[src/sv/brb_pkg.sv]
// Package for the byte ring buffer: operation codes, field widths and the
// per-request result record shared by the index core and the top level.
// No dependencies.
`default_nettype none

package brb_pkg;

	localparam int OPCODE_W  = 2;
	localparam int BYTE_W    = 8;
	localparam int OFFSET_W  = 10;
	localparam int COUNT_W   = 11;
	localparam int FILL_W    = 10;
	localparam int CFG_W     = 11;

	typedef enum logic [OPCODE_W-1:0] {
		OP_PUT    = 2'd0,
		OP_PEEK   = 2'd1,
		OP_REMOVE = 2'd2,
		OP_CLEAR  = 2'd3
	} op_t;

	// result of one request, minus the byte read from the store
	typedef struct packed {
		logic               peek_hit;
		logic               ok;
		logic [COUNT_W-1:0] removed;
		logic [FILL_W-1:0]  fill;
		logic               full;
	} res_t;

endpackage

`default_nettype wire

[src/sv/brb_core.sv]
// Index core of the ring buffer: size register, read and write indices,
// fill arithmetic, store access and per-request result. Depends on brb_pkg.
`default_nettype none

module brb_core
	import brb_pkg::*;
#(
	parameter int DEPTH = 1024,
	localparam int AW = $clog2(DEPTH)
) (
	input  wire logic                clk,
	input  wire logic                arst_n,
	input  wire logic                cfg_we,
	input  wire logic [CFG_W-1:0]    cfg_data,
	input  wire logic                accept,
	input  wire logic [OPCODE_W-1:0] opcode,
	input  wire logic [BYTE_W-1:0]   data_byte,
	input  wire logic [OFFSET_W-1:0] peek_offset,
	input  wire logic [COUNT_W-1:0]  remove_count,
	output logic                     mem_we,
	output logic      [AW-1:0]       mem_waddr,
	output logic      [BYTE_W-1:0]   mem_wdata,
	output logic                     mem_re,
	output logic      [AW-1:0]       mem_raddr,
	output res_t                     res
);

	localparam int SW = $clog2(DEPTH + 1);
	localparam int CW = ((SW > COUNT_W) ? SW : COUNT_W) + 1;
	localparam int SIZE_RST_I = (1024 > DEPTH) ? DEPTH : 1024;
	localparam logic [SW-1:0] SIZE_RST = SW'(SIZE_RST_I);

	logic [SW-1:0] size_q;
	logic [AW-1:0] wi_q, ri_q;
	logic [AW-1:0] wi_d, ri_d;

	logic [CW-1:0] wi_x, ri_x, sz_x, off_x, cnt_x;
	logic [CW-1:0] fill_w, pk_sum, pk_pos, rem_w, rd_sum, rd_new, wi_inc, wi_new;
	logic [CW-1:0] new_fill;
	logic          put_ok, peek_ok;
	logic [31:0]   cfg_v, cfg_clamp;
	op_t           op;

	// widen everything to a common arithmetic width
	assign wi_x  = CW'(wi_q);
	assign ri_x  = CW'(ri_q);
	assign sz_x  = CW'(size_q);
	assign off_x = CW'(peek_offset);
	assign cnt_x = CW'(remove_count);
	assign op    = op_t'(opcode);

	// fill count before the operation
	assign fill_w  = (wi_x >= ri_x) ? (wi_x - ri_x) : (wi_x + sz_x - ri_x);
	assign put_ok  = fill_w < (sz_x - CW'(1));
	assign peek_ok = off_x < fill_w;

	// peek position, wrapped once (offset below fill keeps it under 2*size)
	assign pk_sum = ri_x + off_x;
	assign pk_pos = (pk_sum >= sz_x) ? (pk_sum - sz_x) : pk_sum;

	// remove advances read index by min(count, fill)
	assign rem_w  = (cnt_x < fill_w) ? cnt_x : fill_w;
	assign rd_sum = ri_x + rem_w;
	assign rd_new = (rd_sum >= sz_x) ? (rd_sum - sz_x) : rd_sum;

	// put advances write index by one
	assign wi_inc = wi_x + CW'(1);
	assign wi_new = (wi_inc >= sz_x) ? (wi_inc - sz_x) : wi_inc;

	assign mem_waddr = wi_q;
	assign mem_wdata = data_byte;
	assign mem_raddr = pk_pos[AW-1:0];

	// operation decode and result
	always_comb begin
		wi_d     = wi_q;
		ri_d     = ri_q;
		mem_we   = 1'b0;
		mem_re   = 1'b0;
		new_fill = fill_w;
		res      = '0;
		case (op)
			OP_PUT: begin
				if (put_ok) begin
					mem_we   = accept;
					wi_d     = wi_new[AW-1:0];
					res.ok   = 1'b1;
					new_fill = fill_w + CW'(1);
				end
			end
			OP_PEEK: begin
				if (peek_ok) begin
					mem_re       = accept;
					res.ok       = 1'b1;
					res.peek_hit = 1'b1;
				end
			end
			OP_REMOVE: begin
				ri_d        = rd_new[AW-1:0];
				res.removed = rem_w[COUNT_W-1:0];
				new_fill    = fill_w - rem_w;
			end
			OP_CLEAR: begin
				wi_d     = '0;
				ri_d     = '0;
				new_fill = '0;
			end
			default: begin
				new_fill = fill_w;
			end
		endcase
		res.fill = new_fill[FILL_W-1:0];
		res.full = new_fill == (sz_x - CW'(1));
	end

	// size write clamped to 2..DEPTH
	always_comb begin
		cfg_v = 32'(cfg_data);
		if (cfg_v < 32'd2) begin
			cfg_clamp = 32'd2;
		end else if (cfg_v > 32'(DEPTH)) begin
			cfg_clamp = 32'(DEPTH);
		end else begin
			cfg_clamp = cfg_v;
		end
	end

	// size and index registers; a size write empties the buffer
	always_ff @(posedge clk or negedge arst_n) begin
		if (!arst_n) begin
			size_q <= SIZE_RST;
			wi_q   <= '0;
			ri_q   <= '0;
		end else if (cfg_we) begin
			size_q <= cfg_clamp[SW-1:0];
			wi_q   <= '0;
			ri_q   <= '0;
		end else if (accept) begin
			wi_q <= wi_d;
			ri_q <= ri_d;
		end
	end

	a_wi_range: assert property (@(posedge clk) disable iff (!arst_n)
		CW'(wi_q) < sz_x)
		else $error("write index beyond buffer size");

	a_ri_range: assert property (@(posedge clk) disable iff (!arst_n)
		CW'(ri_q) < sz_x)
		else $error("read index beyond buffer size");

	a_cfg_empty: assert property (@(posedge clk) disable iff (!arst_n)
		cfg_we |=> (wi_q == '0) && (ri_q == '0))
		else $error("size write did not empty buffer");

endmodule

`default_nettype wire

[config.mk]
export PLATFORM = sky130hd
export DESIGN_NAME = brb_core
export DESIGN_NICKNAME = d
export VERILOG_FILES = /design/src/sv/brb_pkg.sv /design/src/sv/brb_core.sv
export SDC_FILE = /design/constraint.sdc
export NUM_CORES = 1
export LEC_CHECK = 0
export CORE_MARGIN = 2
export CORE_UTILIZATION = 60
export DETAILED_ROUTE_END_ITERATION = 8
export DONT_BUFFER_PORTS = 1
export PLACE_DENSITY_LB_ADDON = 0.12
export SKIP_LAST_GASP = 1
export SLEW_MARGIN = 20
export SYNTH_ARGS = -nofsm -noshare
export SYNTH_HDL_FRONTEND = slang
export SYNTH_SLANG_ARGS = --single-unit
[constraint.sdc]
create_clock -name clk -period 8.65 [get_ports clk]
set_input_delay 0.4325 -clock clk [delete_from_list [all_inputs] [get_ports clk]]
set_output_delay 0.4325 -clock clk [all_outputs]
set_load 0.05 [all_outputs]
# Word level (Yosys, flattened, before mapping)
# Cells that the tools add are included.
# totals
reg_bits	31
input_bits	46
output_inout_bits	54
# op_classes
add_sub_neg	12
order_cmp	9
n_eq_ne	5
mux	25
reduce_logical	6
# op_table
op	n
$mux W10	8
$pmux W10 S2	2
$mux W12	3
$pmux W12 S3	1
$mux W11	3
$sub A10 B10 Y10	3
$ge A11 B11 Y1	2
$add A10 B11 Y12	1
$add A10 B12 Y12	1
$add A12 B1 Y12 const B	1
$eq A12 B12 Y1	1
$ge A12 B11 Y1	1
$lt A10 B12 Y1	1
$lt A11 B12 Y1	1
$lt A12 B12 Y1	1
$sub A11 B1 Y12 const B	1
$sub A12 B10 Y12	1
$sub A12 B12 Y12	1
$add A10 B1 Y11 const B	1
$add A10 B10 Y11	1
$gt A11 B11 Y1 const B	1
$lt A11 B2 Y1 const B	1
$sub A10 B10 Y11	1
$ge A10 B10 Y1	1
11 further kinds	18

# Logic depth before layout (Yosys ltp)
# depth
depth_word	11
ltp_mapped	43

# Least setup slack after synthesis
# OpenSTA, ideal clock, no wires.
# synth_timing
kind	register to output
startpoint	register wi_q[3], in the netlist mem_waddr[3]
endpoint	output port res[0] (netlist bit)
arrival_ns	7.941
slack_ns	0.277
stages_incl_launch_ff	34
n_path_buf	2
cell_sequence	dfrtp_1 > inv_1 > fa_1 > inv_1 > ha_1 > buf_2 > a21o_1 > a311o_1 > nand3_1 > nand3_1 > nand2_1 > inv_1 > ha_1 > a21o_1 > a21o_1 > a21o_1 > a21o_1 > a21o_1 > a21oi_1 > a21oi_4 > clkbuf_1 > nand2_1 > o21ai_0 > ha_1 > o21a_1 > o31a_1 > o21ai_0 > xnor2_1 > nand2_1 > o41a_1 > o32ai_1 > xor2_1 > nand4b_1 > nor4_2
# synth_lines
element	line	source
start: declaration	brb_core.sv:34	logic [AW-1:0] wi_q, ri_q;
start signal: assignment	brb_core.sv:139	wi_q <= wi_d;
end: declaration	brb_core.sv:25	output res_t res

==> results.py <==
metrics = {
    "worst_setup_path": {
        "crit_path_max_incr_delay_ns": 0.57,
        "start_kind": "flip-flop",
        "ff2ff_setup_slack_ns": 0.60,
        "arrival_ns": 7.68,
        "crit_required_ns": 8.22,
        "critPathMaxFanout": 18,
        "critical_path_class": "reg2out",
        "cp-end-kind": "primary output",
        "crit_slowest_cell": "fa_1",
    },
    "global_route": {
        "overflow": 0,
        "grt_pass1_vias": 7276,
        "grt_pass1_wl_um": 39930,
        "grt_max_degree": 33,
        "antenna_found_initial": 0,
        "track_usage_pct": 36.34,
    },
    "route": {
        "dr.first_iter.drc_count": 758,
        "detail-route-antenna-nets": 0,
        "num_vias": 7877,
        "drtPass1Iterations": 5,
        "wl_per_cell_um": 20.82,
        "wl_um": 25410,
        "via_per_inst": 6.457,
        "drc": 0,
    },
    "final_layout": {
        "nNetsFinal": 1229,
        "final_cell_mix": "ha_1, inv_1, nor2_1",
        "drive_gt1_share_pct": 7.920,
        "area_growth_pct": 6.500,
        "final_common_cell": "ha_1",
        "antenna-diode-count": 0,
    },
    "die": {
        "ioPinCount": 100,
        "dieWidth_um": 117.4,
        "die_h_um": 117.4,
        "rows": 41,
        "core_um2": 12570,
        "initial_core_util_pct": 61.41,
        "dieArea_um2": 13790,
    },
    "placed_design": {
        "dp_hpwl_um": 20930,
        "io_buffers": 0,
        "gp_congestion": 1.012,
    },
    "synth": {
        "yosys_warnings": 0,
        "yosysTopAreaCell": "ha_1",
        "synthMuxAreaShare_pct": 2.772,
        "yosysUniqueCellTypes": 79,
        "synth.ff_latch_count": 31,
        "async_flop_share_pct": 100.0,
        "synth_top_area_share_pct": 19.29,
        "synthSimpleGateAreaFrac_pct": 21.14,
        "yosys.area_share.adder_pct": 23.70,
        "syn_nets": 1219,
        "netlist_instances": 1037,
        "synthFlopType": "dfrtp_1",
        "ys_top_cells_by_area": "ha_1, dfrtp_1, xnor2_1",
        "synth_compound_area_share_pct": 25.79,
        "synth_top_family_by_area": "compound AO/OA/AOI/OAI gates",
        "synth_xor_xnor_area_share_pct": 9.191,
        "mappedNetlistArea_um2": 7719,
        "yosysSeqAreaShare_pct": 10.07,
        "synth_edf_count": 0,
        "synth_area_per_cell_um2": 7.443,
    },
    "sta": {
        "timing.setup.tns_ns": 0,
        "maxSlewViolCount": 0,
        "finalSetupViolCount": 0,
        "hold_viol_final": 0,
        "finalCriticalPeriod_ns": 8.111,
        "clock_skew_ns": 0.003741,
        "max_freq_mhz": 123.3,
        "fin_crit_sh_pct": 93.77,
        "rsz0062_at_grt": "false",
        "worstMarginPinSlew_ns": 1.078,
        "relSlewSlack_pct": 26.05,
    },
    "clock_network": {
        "cts.sinks": 31,
        "clk_latency_ns": 0.28,
        "postCtsSetupBuffers": 0,
        "ctsHtreeMaxLevel": 2,
        "clockRootBuffer": "clkbuf_16",
        "cts_inserted_buffers": 5,
        "ctsLongestPathBuffers": 2,
        "path_clk_slew_ns": 0.05,
        "tritoncts": "yes",
    },
    "run_status": {
        "status": "completed",
    },
    "worst_hold_path": {
        "hold_class": "in2reg",
    },
    "run": {
        "drv_cap": 0,
    },
}
[cell type report]
| type | instances | area, um^2 |
|---|---|---|
| Multi-Input combinational cell | 867 | 6416 |
| Fill cell | 1168 | 4348 |
| Sequential cell | 31 | 777.0 |
| Inverter | 109 | 409.1 |
| Timing Repair Buffer | 33 | 262.8 |
| Tap cell | 172 | 215.2 |
| Clock buffer | 5 | 125.1 |
| Clock inverter | 3 | 15.01 |
[metal layers]
metal	vias up	GRT usage, %	part of all wire [%]
met3	76	4.329	8.8
met5	-	0	0
met2	431	57.20	44
met4	0	15.96	4.5
met1	3609	50.18	43
li1	3761	-	-
[logic make-up (layout without fill, tap and decap cells)]
kind of cell | Yosys count | after routing
AOI/OAI and AO/OA | 298 | 298
xor gates and xnor gates | 81 | 81
adders and majority gates | 136 | 136
buffers and inverters | 139 | 150
DFF | 31 | 31
muxes | 20 | 20
and+or+nand+nor | 332 | 332
[final timing paths]
path,startpoint,endpoint,depth (start not counted)
setup reg to reg,size_q[1],ri_q[1],34
setup / recovery,size_q[1],res[0],29
max in group asynchronous,arst_n,size_q[10],2
hold reg to reg,mem_waddr[2],mem_waddr[2],2
hold / removal,cfg_we,size_q[10],1
min in group asynchronous,arst_n,mem_waddr[5],2
[registers in the layout, summed over array words and instances (netlist names)]
signal	flops
size_q	11
ri_q	10
mem_waddr	10
[cells in the mapped netlist, drive strengths merged (4+ instances only)]
library cell,count
a211oi,10
clkbuf,13
nand2b,18
mux2,11
o22ai,9
o31a,7
a21oi,76
ha,119
nand3,37
and2,6
a31oi,7
or3,7
o32ai,7
dfrtp,30
nand3b,4
o21a,9
nor4,8
o21bai,9
or2,9
o211ai,10
nor2,91
mux2i,9
a21boi,7
a32oi,4
buf,17
xnor2,57
o2111ai,4
nand2,68
nor2b,18
nand4,14
a211o,5
xor2,24
inv,108
fa,17
nor3,40
a21o,27
o21ai,75
[stage by stage]
stage / setup slack, ns / util (%) / hold slack, ns / area (um^2) / cells
after floorplan: 0.2768 / - / 0.1369 / 7719 / 1037
after global placement: 0.5620 / 63.96 / 0.1374 / 8039 / 1210
after detailed placement: 0.4181 / 63.96 / 0.1373 / 8039 / 1210
after CTS: 0.3706 / 65.32 / 0.2140 / 8209 / 1220
after global routing: 0.02790 / 65.41 / 0.2318 / 8220 / 1220
final: 0.5387 / 65.41 / 0.2235 / 8220 / 1220
[repair_timing]
action | 4_1_cts | 5_1_grt
resized for setup | 0 | 4
endpoints found under the hold margin | 31 | 0
setup endpoints to repair | 0 | 11
hold buffers | 2 | 0
[worst max-delay path: cells and delay by family, from the launching register on]
family | cells | cell delay [ns]
adders and majority gates | 4 | 1.41
muxes | 1 | 0.30
DFF | 1 | 0.49
xor gates and xnor gates | 1 | 0.18
and+or+nand+nor | 6 | 0.94
buffers and inverters | 5 | 0.74
AOI/OAI and AO/OA | 12 | 3.32
Power is not shown: default switching activity piles up to over one toggle a cycle in this logic, so the estimate is an artifact.
